[config.mk]
export PLATFORM = sky130hd
export DESIGN_NAME = oversampled_uart_transceiver_flat
export DESIGN_NICKNAME = d
export VERILOG_FILES = /design/src/sv/ouart_pkg.sv /design/src/sv/ouart_req_if.sv /design/src/sv/ouart_rsp_if.sv /design/src/sv/ouart_tx.sv /design/src/sv/ouart_rx.sv /design/src/sv/oversampled_uart_transceiver.sv /design/src/flat_wrapper.sv
export SDC_FILE = /design/constraint.sdc
export NUM_CORES = 1
export LEC_CHECK = 0
export BUFFER_PORTS_ARGS = -buffer_cell sky130_fd_sc_hd__buf_4
export CAP_MARGIN = 20
export CORE_UTILIZATION = 30
export CTS_CLUSTER_SIZE = 14
export DETAILED_ROUTE_END_ITERATION = 7
export PLACE_DENSITY = 0.45
export SKIP_CTS_REPAIR_TIMING = 1
export SYNTH_ARGS = -nofsm -noshare
export SYNTH_HDL_FRONTEND = slang
export SYNTH_SLANG_ARGS = --single-unit
export TNS_END_PERCENT = 50
[constraint.sdc]
create_clock -name clock -period 6 [get_ports clock]
set_clock_uncertainty 0.15 [all_clocks]
set_input_delay 0.6 -clock clock [delete_from_list [all_inputs] [get_ports clock]]
set_output_delay 0.6 -clock clock [all_outputs]
set_load 0.01 [all_outputs]
[src/sv/ouart_pkg.sv]
// Package for the oversampled UART transceiver.
// Holds frame constants, action codes, step/result structs and the vote helper.
// No dependencies.
`default_nettype none

package ouart_pkg;

   // oversampling set-up
   localparam int SAMPLES_PER_BIT     = 8;
   localparam int START_CHECK_SAMPLES = 3;

   // frame layout
   localparam int DATA_BITS  = 8;
   localparam int FRAME_BITS = DATA_BITS + 2;

   localparam int TICK_W    = 6;
   localparam int BIT_IDX_W = 4;

   typedef logic [DATA_BITS-1:0] byte_type;
   typedef logic [TICK_W-1:0]    tick_type;
   typedef logic [BIT_IDX_W-1:0] bit_idx_type;

   localparam logic LEVEL_LOW   = 1'b0;
   localparam logic LEVEL_HIGH  = 1'b1;
   localparam logic START_LEVEL = LEVEL_LOW;

   // action codes
   localparam logic ACT_TICK = 1'b0;
   localparam logic ACT_SEND = 1'b1;

   localparam tick_type    SPB_LAST      = TICK_W'(SAMPLES_PER_BIT - 1);
   localparam tick_type    START_CHECK   = TICK_W'(START_CHECK_SAMPLES);
   localparam bit_idx_type FIRST_DATA    = BIT_IDX_W'(1);
   localparam bit_idx_type STOP_BIT_IDX  = BIT_IDX_W'(FRAME_BITS - 1);
   localparam bit_idx_type FRAME_END     = BIT_IDX_W'(FRAME_BITS);
   localparam bit_idx_type RX_DATA_BASE  = BIT_IDX_W'(2);

   // sample store: one entry per sample slot of a bit
   localparam int MID_INDEX   = (SAMPLES_PER_BIT - 1) / 2;
   localparam int STORE_DEPTH = SAMPLES_PER_BIT;
   localparam int STORE_IDX_W = $clog2(STORE_DEPTH);
   localparam logic [TICK_W:0] STORE_LIMIT = (TICK_W + 1)'(STORE_DEPTH);

   localparam int DATA_IDX_W = $clog2(DATA_BITS);

   typedef struct packed {
      logic     tick;
      logic     send;
      byte_type tx_byte;
   } tx_step_type;

   typedef struct packed {
      logic tx_line;
      logic send_accepted;
      logic tx_complete;
      logic tx_idle;
   } tx_result_type;

   typedef struct packed {
      logic     rx_valid;
      byte_type rx_byte;
   } rx_result_type;

   typedef struct packed {
      logic     action;
      logic     rx_sample;
      byte_type tx_byte;
   } req_payload_type;

   typedef struct packed {
      tx_result_type tx;
      rx_result_type rx;
   } rsp_payload_type;

   function automatic logic maj3(input logic a, input logic b, input logic c);
      return (a & b) | (b & c) | (a & c);
   endfunction

endpackage

`default_nettype wire

[src/sv/ouart_req_if.sv]
// Request channel of the UART transceiver: sample tick or send request.
// Depends on ouart_pkg for the byte type.
`default_nettype none

interface ouart_req_if;
   logic                 valid;
   logic                 ready;
   logic                 action;
   logic                 rx_sample;
   ouart_pkg::byte_type  tx_byte;

   modport source (output valid, output action, output rx_sample, output tx_byte,
                   input ready);
   modport sink   (input valid, input action, input rx_sample, input tx_byte,
                   output ready);
endinterface

`default_nettype wire

[src/sv/ouart_rsp_if.sv]
// Response channel of the UART transceiver: line level and status per step.
// Depends on ouart_pkg for the byte type.
`default_nettype none

interface ouart_rsp_if;
   logic                 valid;
   logic                 ready;
   logic                 tx_line;
   logic                 send_accepted;
   logic                 tx_complete;
   logic                 tx_idle;
   logic                 rx_valid;
   ouart_pkg::byte_type  rx_byte;

   modport source (output valid, output tx_line, output send_accepted,
                   output tx_complete, output tx_idle, output rx_valid,
                   output rx_byte, input ready);
   modport sink   (input valid, input tx_line, input send_accepted,
                   input tx_complete, input tx_idle, input rx_valid,
                   input rx_byte, output ready);
endinterface

`default_nettype wire

[src/sv/ouart_tx.sv]
// Transmit side: 8N1 framer holding each data and stop bit for SAMPLES_PER_BIT ticks.
// Depends on ouart_pkg. State advances only on a step strobe from the top.
`default_nettype none

module ouart_tx (
   input  wire                       clock,
   input  wire                       reset,
   input  ouart_pkg::tx_step_type    step,
   output ouart_pkg::tx_result_type  result
);
   import ouart_pkg::*;

   tick_type    tx_tick_count_ff, tx_tick_count_in;
   bit_idx_type tx_bit_index_ff,  tx_bit_index_in;
   logic        tx_busy_ff,       tx_busy_in;
   byte_type    tx_hold_ff,       tx_hold_in;
   logic        tx_level_ff,      tx_level_in;
   logic        accepted;
   logic        complete;
   bit_idx_type bit_step;

   assign bit_step = tx_bit_index_ff + FIRST_DATA;

   always_comb begin
      tx_tick_count_in = tx_tick_count_ff;
      tx_bit_index_in  = tx_bit_index_ff;
      tx_busy_in       = tx_busy_ff;
      tx_hold_in       = tx_hold_ff;
      tx_level_in      = tx_level_ff;
      accepted         = 1'b0;
      complete         = 1'b0;
      if (step.send) begin
         if (!tx_busy_ff) begin
            tx_bit_index_in  = '0;
            tx_tick_count_in = '0;
            tx_hold_in       = step.tx_byte;
            tx_busy_in       = 1'b1;
            accepted         = 1'b1;
         end
      end else if (step.tick && tx_busy_ff) begin
         if (tx_tick_count_ff < SPB_LAST) begin
            // start bit goes low on the first tick after the send
            if (tx_bit_index_ff == '0) begin
               tx_level_in = START_LEVEL;
            end
            tx_tick_count_in = tx_tick_count_ff + tick_type'(1);
         end else begin
            tx_bit_index_in  = bit_step;
            tx_tick_count_in = '0;
            if (bit_step >= FIRST_DATA && bit_step < STOP_BIT_IDX) begin
               tx_level_in = tx_hold_ff[DATA_IDX_W'(bit_step - FIRST_DATA)];
            end else if (bit_step == STOP_BIT_IDX) begin
               tx_level_in = LEVEL_HIGH;
            end else if (bit_step == FRAME_END) begin
               complete        = 1'b1;
               tx_busy_in      = 1'b0;
               tx_bit_index_in = '0;
            end else begin
               // stray index: drop the frame without a completion pulse
               tx_busy_in      = 1'b0;
               tx_bit_index_in = '0;
            end
         end
      end
   end

   always_ff @(posedge clock) begin
      if (reset) begin
         tx_tick_count_ff <= '0;
         tx_bit_index_ff  <= '0;
         tx_busy_ff       <= 1'b0;
         tx_hold_ff       <= '0;
         tx_level_ff      <= LEVEL_HIGH;
      end else begin
         tx_tick_count_ff <= tx_tick_count_in;
         tx_bit_index_ff  <= tx_bit_index_in;
         tx_busy_ff       <= tx_busy_in;
         tx_hold_ff       <= tx_hold_in;
         tx_level_ff      <= tx_level_in;
      end
   end

   assign result.tx_line       = tx_level_in;
   assign result.send_accepted = accepted;
   assign result.tx_complete   = complete;
   assign result.tx_idle       = !tx_busy_in;

   a_idle_line_high: assert property (@(posedge clock) disable iff (reset)
      !tx_busy_ff |-> tx_level_ff == LEVEL_HIGH)
      else $error("tx line not high while idle");

   a_bit_index_range: assert property (@(posedge clock) disable iff (reset)
      tx_bit_index_ff < FRAME_END)
      else $error("tx bit index out of frame");

   a_complete_frees: assert property (@(posedge clock) disable iff (reset)
      complete |=> !tx_busy_ff && tx_bit_index_ff == '0)
      else $error("tx still busy after completion");

endmodule

`default_nettype wire

[src/sv/ouart_rx.sv]
// Receive side: start qualification and 3-sample majority per bit.
// Depends on ouart_pkg. Sample store is a small register file read at fixed slots.
`default_nettype none

module ouart_rx (
   input  wire                       clock,
   input  wire                       reset,
   input  wire                       sample_en,
   input  wire                       rx_sample,
   output ouart_pkg::rx_result_type  result
);
   import ouart_pkg::*;

   tick_type    rx_tick_count_ff, rx_tick_count_in;
   bit_idx_type rx_bit_index_ff,  rx_bit_index_in;
   logic        rx_in_frame_ff,   rx_in_frame_in;
   byte_type    rx_assembled_ff,  rx_assembled_in;
   logic        sample_store_ff [STORE_DEPTH];

   logic        keep;
   logic        store_we;
   logic        good;
   logic        start_vote;
   logic        mid_vote;
   bit_idx_type bit_step;

   assign start_vote = maj3(sample_store_ff[0], sample_store_ff[1], sample_store_ff[2]);
   assign mid_vote   = maj3(sample_store_ff[MID_INDEX-1], sample_store_ff[MID_INDEX],
                            sample_store_ff[MID_INDEX+1]);
   assign bit_step   = rx_bit_index_ff + FIRST_DATA;

   always_comb begin
      rx_tick_count_in = rx_tick_count_ff;
      rx_bit_index_in  = rx_bit_index_ff;
      rx_in_frame_in   = rx_in_frame_ff;
      rx_assembled_in  = rx_assembled_ff;
      keep             = 1'b0;
      good             = 1'b0;
      if (sample_en) begin
         if (!rx_in_frame_ff) begin
            if (rx_tick_count_ff == '0) begin
               keep = (rx_sample == LEVEL_LOW);
            end else if (rx_tick_count_ff < START_CHECK) begin
               keep = 1'b1;
            end else if (rx_tick_count_ff == START_CHECK) begin
               // early start check over the first three samples
               if (start_vote == START_LEVEL) begin
                  keep = 1'b1;
               end else begin
                  rx_tick_count_in = '0;
               end
            end else if (rx_tick_count_ff < SPB_LAST) begin
               keep = 1'b1;
            end else if (rx_tick_count_ff == SPB_LAST) begin
               if (mid_vote == START_LEVEL) begin
                  rx_in_frame_in  = 1'b1;
                  rx_bit_index_in = FIRST_DATA;
                  rx_assembled_in = '0;
               end
               rx_tick_count_in = '0;
            end else begin
               rx_tick_count_in = '0;
            end
         end else if (rx_tick_count_ff < SPB_LAST) begin
            keep = 1'b1;
         end else begin
            rx_tick_count_in = '0;
            rx_bit_index_in  = bit_step;
            if (bit_step < FRAME_END) begin
               rx_assembled_in[DATA_IDX_W'(bit_step - RX_DATA_BASE)] = mid_vote;
            end else begin
               // stop bit: deliver only on a high decision
               good            = (mid_vote == LEVEL_HIGH);
               rx_bit_index_in = '0;
               rx_in_frame_in  = 1'b0;
            end
         end
         if (keep) begin
            rx_tick_count_in = rx_tick_count_ff + tick_type'(1);
         end
      end
   end

   // slots past the store are never voted on
   assign store_we = keep && ({1'b0, rx_tick_count_ff} < STORE_LIMIT);

   always_ff @(posedge clock) begin
      if (store_we) begin
         sample_store_ff[rx_tick_count_ff[STORE_IDX_W-1:0]] <= rx_sample;
      end
   end

   always_ff @(posedge clock) begin
      if (reset) begin
         rx_tick_count_ff <= '0;
         rx_bit_index_ff  <= '0;
         rx_in_frame_ff   <= 1'b0;
         rx_assembled_ff  <= '0;
      end else begin
         rx_tick_count_ff <= rx_tick_count_in;
         rx_bit_index_ff  <= rx_bit_index_in;
         rx_in_frame_ff   <= rx_in_frame_in;
         rx_assembled_ff  <= rx_assembled_in;
      end
   end

   assign result.rx_valid = good;
   assign result.rx_byte  = rx_assembled_in;

   a_frame_index: assert property (@(posedge clock) disable iff (reset)
      rx_in_frame_ff |-> rx_bit_index_ff >= FIRST_DATA && rx_bit_index_ff <= STOP_BIT_IDX)
      else $error("rx bit index out of frame");

   a_hunt_index: assert property (@(posedge clock) disable iff (reset)
      !rx_in_frame_ff |-> rx_bit_index_ff == '0)
      else $error("rx bit index set while hunting");

   a_valid_ends_frame: assert property (@(posedge clock) disable iff (reset)
      good |=> !rx_in_frame_ff && rx_tick_count_ff == '0)
      else $error("rx frame not closed after delivery");

endmodule

`default_nettype wire

[src/sv/oversampled_uart_transceiver.sv]
// Top level of the oversampled 8N1 UART transceiver.
// Depends on ouart_pkg, ouart_req_if, ouart_rsp_if, ouart_tx and ouart_rx.
//
//   Channel    Dir   Moves                                   Transfer when
//   req_chan   in    tick (rx_sample) or send (tx_byte)      valid & ready
//   rsp_chan   out   tx line/status, rx valid/byte           valid & ready
//
// One request in, one response out, via the input register, then the state
// update and result register. A transfer can occur each cycle unless stalled.
// Reset is synchronous, active high; the line idles high, both sides idle.
// A stalled response holds; the input register still takes one more request.
`default_nettype none

module oversampled_uart_transceiver (
   input  wire        clock,
   input  wire        reset,
   ouart_req_if.sink   req_chan,
   ouart_rsp_if.source rsp_chan
);
   import ouart_pkg::*;

   logic            stage_valid_ff, stage_valid_in;
   req_payload_type stage_ff;
   logic            out_valid_ff, out_valid_in;
   rsp_payload_type out_ff;

   logic            req_fire;
   logic            out_load;
   logic            step_go;
   logic            tick_go;
   tx_step_type     tx_step;
   tx_result_type   tx_result;
   rx_result_type   rx_result;

   assign out_load       = !out_valid_ff || rsp_chan.ready;
   assign step_go        = stage_valid_ff && out_load;
   assign req_chan.ready = !stage_valid_ff || step_go;
   assign req_fire       = req_chan.valid && req_chan.ready;

   assign tick_go         = step_go && (stage_ff.action == ACT_TICK);
   assign tx_step.tick    = tick_go;
   assign tx_step.send    = step_go && (stage_ff.action == ACT_SEND);
   assign tx_step.tx_byte = stage_ff.tx_byte;

   ouart_tx u_tx (
      .clock  (clock),
      .reset  (reset),
      .step   (tx_step),
      .result (tx_result)
   );

   ouart_rx u_rx (
      .clock     (clock),
      .reset     (reset),
      .sample_en (tick_go),
      .rx_sample (stage_ff.rx_sample),
      .result    (rx_result)
   );

   always_comb begin
      stage_valid_in = stage_valid_ff;
      if (req_fire) begin
         stage_valid_in = 1'b1;
      end else if (step_go) begin
         stage_valid_in = 1'b0;
      end
      out_valid_in = out_valid_ff;
      if (step_go) begin
         out_valid_in = 1'b1;
      end else if (rsp_chan.ready) begin
         out_valid_in = 1'b0;
      end
   end

   always_ff @(posedge clock) begin
      if (reset) begin
         stage_valid_ff <= 1'b0;
         out_valid_ff   <= 1'b0;
      end else begin
         stage_valid_ff <= stage_valid_in;
         out_valid_ff   <= out_valid_in;
      end
   end

   always_ff @(posedge clock) begin
      if (req_fire) begin
         stage_ff.action    <= req_chan.action;
         stage_ff.rx_sample <= req_chan.rx_sample;
         stage_ff.tx_byte   <= req_chan.tx_byte;
      end
      if (step_go) begin
         out_ff.tx <= tx_result;
         out_ff.rx <= rx_result;
      end
   end

   assign rsp_chan.valid         = out_valid_ff;
   assign rsp_chan.tx_line       = out_ff.tx.tx_line;
   assign rsp_chan.send_accepted = out_ff.tx.send_accepted;
   assign rsp_chan.tx_complete   = out_ff.tx.tx_complete;
   assign rsp_chan.tx_idle       = out_ff.tx.tx_idle;
   assign rsp_chan.rx_valid      = out_ff.rx.rx_valid;
   assign rsp_chan.rx_byte       = out_ff.rx.rx_byte;

   a_step_fills_output: assert property (@(posedge clock) disable iff (reset)
      step_go |=> out_valid_ff)
      else $error("step taken but no response registered");

   a_no_overwrite: assert property (@(posedge clock) disable iff (reset)
      out_valid_ff && !rsp_chan.ready |-> !step_go)
      else $error("response overwritten while stalled");

   a_send_only_on_send: assert property (@(posedge clock) disable iff (reset)
      step_go && stage_ff.action == ACT_TICK |-> !tx_result.send_accepted)
      else $error("send accepted on a sample tick");

endmodule

`default_nettype wire
[src/flat_wrapper.sv]
// flat-port wrapper written by rule: the top's interface ports become plain ports
module oversampled_uart_transceiver_flat import ouart_pkg::*;
  (clock, reset, req_chan_valid, req_chan_action, req_chan_rx_sample, req_chan_tx_byte, req_chan_ready, rsp_chan_valid, rsp_chan_tx_line, rsp_chan_send_accepted, rsp_chan_tx_complete, rsp_chan_tx_idle, rsp_chan_rx_valid, rsp_chan_rx_byte, rsp_chan_ready);
  ouart_req_if req_chan_i ();
  ouart_rsp_if rsp_chan_i ();
  input  wire clock;
  input  wire reset;
  input wire logic [$bits(req_chan_i.valid)-1:0] req_chan_valid;
  input wire logic [$bits(req_chan_i.action)-1:0] req_chan_action;
  input wire logic [$bits(req_chan_i.rx_sample)-1:0] req_chan_rx_sample;
  input wire logic [$bits(req_chan_i.tx_byte)-1:0] req_chan_tx_byte;
  output wire logic [$bits(req_chan_i.ready)-1:0] req_chan_ready;
  output wire logic [$bits(rsp_chan_i.valid)-1:0] rsp_chan_valid;
  output wire logic [$bits(rsp_chan_i.tx_line)-1:0] rsp_chan_tx_line;
  output wire logic [$bits(rsp_chan_i.send_accepted)-1:0] rsp_chan_send_accepted;
  output wire logic [$bits(rsp_chan_i.tx_complete)-1:0] rsp_chan_tx_complete;
  output wire logic [$bits(rsp_chan_i.tx_idle)-1:0] rsp_chan_tx_idle;
  output wire logic [$bits(rsp_chan_i.rx_valid)-1:0] rsp_chan_rx_valid;
  output wire logic [$bits(rsp_chan_i.rx_byte)-1:0] rsp_chan_rx_byte;
  input wire logic [$bits(rsp_chan_i.ready)-1:0] rsp_chan_ready;
  assign req_chan_i.valid = req_chan_valid;
  assign req_chan_i.action = req_chan_action;
  assign req_chan_i.rx_sample = req_chan_rx_sample;
  assign req_chan_i.tx_byte = req_chan_tx_byte;
  assign req_chan_ready = req_chan_i.ready;
  assign rsp_chan_valid = rsp_chan_i.valid;
  assign rsp_chan_tx_line = rsp_chan_i.tx_line;
  assign rsp_chan_send_accepted = rsp_chan_i.send_accepted;
  assign rsp_chan_tx_complete = rsp_chan_i.tx_complete;
  assign rsp_chan_tx_idle = rsp_chan_i.tx_idle;
  assign rsp_chan_rx_valid = rsp_chan_i.rx_valid;
  assign rsp_chan_rx_byte = rsp_chan_i.rx_byte;
  assign rsp_chan_i.ready = rsp_chan_ready;
  oversampled_uart_transceiver u_core (.clock(clock), .reset(reset), .req_chan(req_chan_i), .rsp_chan(rsp_chan_i));
endmodule
==> impl_metrics.py <==
metrics = {
    "status": {
        "outcome": "complete, no violations",
    },
    "floorplan": {
        "start_util": 0.307,
        "chipHeight_um": 107,
        "core_mm2": 0.0108,
        "die_w_um": 107,
        "ioPinCount": 29,
        "placementRows": 38,
        "die_area_mm2": 0.0115,
    },
    "grt": {
        "grt_pass1_wl_um": 11700,
        "grt_max_degree": 35,
        "grt_util_all_layers": 0.132,
        "grt_pass1_vias": 2368,
        "overflow": 0,
        "grt_antenna_before_repair": 0,
    },
    "place": {
        "place_hpwl_um": 4760,
        "io_buffers": 28,
        "gp_congestion": 0.764,
    },
    "sta": {
        "final_hold_viol_count": 0,
        "max_freq_mhz": 399,
        "worstMarginPinSlew_ns": 0.858,
        "setup_viol": 0,
        "relSlewSlack": 0.413,
        "finalCritPeriodShare": 0.418,
        "rsz0062_at_grt": "no",
        "final.min_clock_period_ns": 2.51,
        "tns_ns": 0,
        "slew_viol_final": 0,
    },
    "synth": {
        "ys_top_cells_by_area": "edfxtp_1 25%, dfxtp_1 25%, nor2_1 3.7%, nand2_1 3.5%, a21oi_1 3.3%",
        "syn_area_per_cell_um2": 9.99,
        "synth_top_cell_area_share": 0.253,
        "ys_types": 62,
        "ys_seq_elements": 69,
        "synthesis.nets": 353,
        "async_flop_share": 0,
        "yosysWarningCount": 0,
        "yosys.area.top_type": "edfxtp_1",
        "synth-edff-count": 28,
        "seq_area_frac_synth": 0.501,
        "syn-cell-area_mm2": 0.00332,
        "netlist_instances": 332,
        "synth_top_flop_cell": "dfxtp_1",
    },
    "power": {
        "p_comb_frac": 0.046,
        "switching_share": 0.244,
        "peakVddDrop_uv": 112,
        "power.switching_w": 0.000231,
        "pwr-share-clk": 0.419,
        "p_seq_frac": 0.534,
        "p_per_area_mw_per_mm2": 251,
        "p_leak_nw": 1.42,
        "p_int_w": 0.000716,
        "power_w": 0.000947,
    },
    "final_layout": {
        "n_antenna_cell": 0,
        "mostFrequentLayoutCells": "41 x dfxtp_1, 33 x nor2_1, 31 x nand2_1, 28 x buf_4, 28 x edfxtp_1",
        "nNetsFinal": 374,
        "final_common_cell": "dfxtp_1",
        "area_growth_pct": 13.6,
        "n_fill_cell": 1085,
        "drive_gt1_frac": 0.154,
    },
    "setup_path": {
        "cpPeakStageDelay_ns": 0.52,
        "crit_type": "flip-flop to flip-flop",
        "cp_slowest_cell": "mux4_2",
        "critPathTopFamily": "multiplexers",
        "timing.critical_path.fanout_max": 8,
        "r2r_setup_slack_ns": 3.49,
        "cp-end-kind": "flip-flop",
        "arrival_ns": 2.46,
        "path_cells": "inv_1 -> ha_1 -> mux4_2 -> mux2_2 -> a211oi_1 -> nor2_1",
        "critical_path.startpoint_type": "flip-flop",
        "worstPathBufferInverterCount": 1,
        "worstPathRequired_ns": 5.95,
    },
    "clock_tree": {
        "tritoncts": "done",
        "cts_buffers": 9,
        "clk_pin_slew_worst_paths_ns": 0.09,
        "clock_sinks": 69,
        "htreeDepth": 3,
        "clockBufferDepth": 2,
        "clock_latency_ns": 0.35,
        "cts-root-buf": "clkbuf_8",
    },
    "drt": {
        "first_pass_iters": 4,
        "viasPerCell": 4.93,
        "wl_per_cell_um": 13.8,
        "ant_nets": 0,
        "route.vias.total": 2453,
        "drc": 0,
        "routed_wl_um": 6900,
        "first_iter_violations": 122,
    },
    "min_path": {
        "hold_class": "input port to flip-flop",
    },
    "flow_run": {
        "max-cap-violations": 0,
    },
}
[worst paths after layout]
| check | start | end | cells past startpoint |
|---|---|---|---|
| worst min-delay path | req_chan_tx_byte[5] | u_core.stage_ff[5]$_DFFE_PP_ | 1 |
| worst max-delay path | u_core.u_tx.tx_bit_index_ff[0]$_SDFFE_PP0P_ | u_core.rsp_chan.tx_line$_DFFE_PP_ | 6 |
| worst max register to register | u_core.u_tx.tx_bit_index_ff[0]$_SDFFE_PP0P_ | u_core.rsp_chan.tx_line$_DFFE_PP_ | 6 |
| worst min register to register | u_core.u_tx.tx_tick_count_ff[3]$_SDFFE_PP0P_ | u_core.u_tx.tx_tick_count_ff[3]$_SDFFE_PP0P_ | 2 |
[per-stage QoR]
| step | utilization | cell area (µm²) | std cells | hold WS [ns] | setup WS (ns) |
|---|---|---|---|---|---|
| global placement | 0.330 | 3560 | 482 | 0.310 | 3.51 |
| global route | 0.349 | 3770 | 498 | 0.241 | 3.30 |
| floorplan | - | 3320 | 332 | 0.292 | 3.74 |
| finish | 0.349 | 3770 | 498 | 0.266 | 3.49 |
| CTS | 0.349 | 3770 | 498 | 0.250 | 3.48 |
| detailed placement | 0.330 | 3560 | 482 | 0.314 | 3.51 |
[layer usage]
metal | vias up | routed length (µm) | GRT usage
li1 | 1253 | - | -
met1 | 1148 | 3550 | 0.178
met2 | 41 | 3010 | 0.199
met3 | 11 | 234 | 0.0328
met4 | 0 | 105 | 0.0577
met5 | - | 0 | 0
[cell type report]
class	instances	area, µm²	share of cell area
flip-flops and latches	69	1660	0.441
multi-input cells	234	1480	0.391
clock buffers	9	124	0.0329
inverters	11	41.3	0.0110
clock inverters	7	81.3	0.0216
well taps	140	175	0.0465
repair buffers	28	210	0.0558
[kinds of logic (layout without fill, tap and decap cells)]
logic type	Yosys count	count (layout)	synth area share
buffers and inverters	29	55	0.0543
flip-flops	69	69	0.501
AND/OR/NAND/NOR	139	139	0.211
multiplexers	15	15	0.0539
AO/OA/AOI/OAI	67	67	0.137
adder cells (fa/ha/maj)	9	9	0.0324
XOR/XNOR	4	4	0.0106
[registers in the layout (all words and copies together) (netlist names)]
signal,cells
u_core.u_rx.rx_bit_index_ff,4
u_core.u_rx.rx_tick_count_ff,6
u_core.rsp_chan.tx_idle,1
u_core.u_tx.tx_busy_ff,1
u_core.rsp_chan.tx_complete,1
u_core.stage_ff,10
u_core.rsp_chan.valid,1
u_core.stage_valid_ff,1
u_core.u_rx.sample_store_ff,5
u_core.rsp_chan.rx_valid,1
u_core.rsp_chan.rx_byte,8
u_core.u_tx.tx_hold_ff,8
u_core.u_rx.rx_assembled_ff,8
u_core.u_tx.tx_level_ff,1
u_core.u_rx.rx_in_frame_ff,1
u_core.rsp_chan.send_accepted,1
u_core.u_tx.tx_tick_count_ff,6
u_core.u_tx.tx_bit_index_ff,4
u_core.rsp_chan.tx_line,1
[synth_stat cells, types with 2 or more instances]
cell	number
a2111o_1	2
nor3_1	12
nand4b_1	2
a21oi_1	22
a211oi_1	2
a32oi_1	2
nor2_1	33
o21a_1	2
maj3_1	2
a22oi_1	3
o21ai_0	9
nand2b_1	7
nand3_1	15
o211ai_1	2
a21o_1	4
nand2_1	31
mux4_2	2
nor4_1	4
or3_1	2
clkbuf_1	8
mux2_2	3
nand3b_1	3
mux2i_1	10
buf_6	5
nand4_1	9
xnor2_1	3
a31oi_1	2
buf_2	4
and2_1	7
inv_1	11
dfxtp_1	41
o211a_1	2
edfxtp_1	28
and3_1	4
ha_1	7
[power groups by stage]
stage | clock network (W) | logic, W | registers, W
global route | 0.000431 | 0.0000495 | 0.000507
finish | 0.000397 | 0.0000440 | 0.000506
CTS | 0.000412 | 0.0000450 | 0.000506
floorplan | 0 | 0.0000242 | 0.000517
global placement | 0 | 0.0000446 | 0.000517
detailed placement | 0 | 0.0000450 | 0.000517
[worst register-to-register path, stage by stage (launching register included)]
cell	delay (ns)
dfxtp_1	0.46
inv_1	0.12
ha_1	0.37
mux4_2	0.52
mux2_2	0.28
a211oi_1	0.27
nor2_1	0.09
Power figures use the tool's default switching activity.
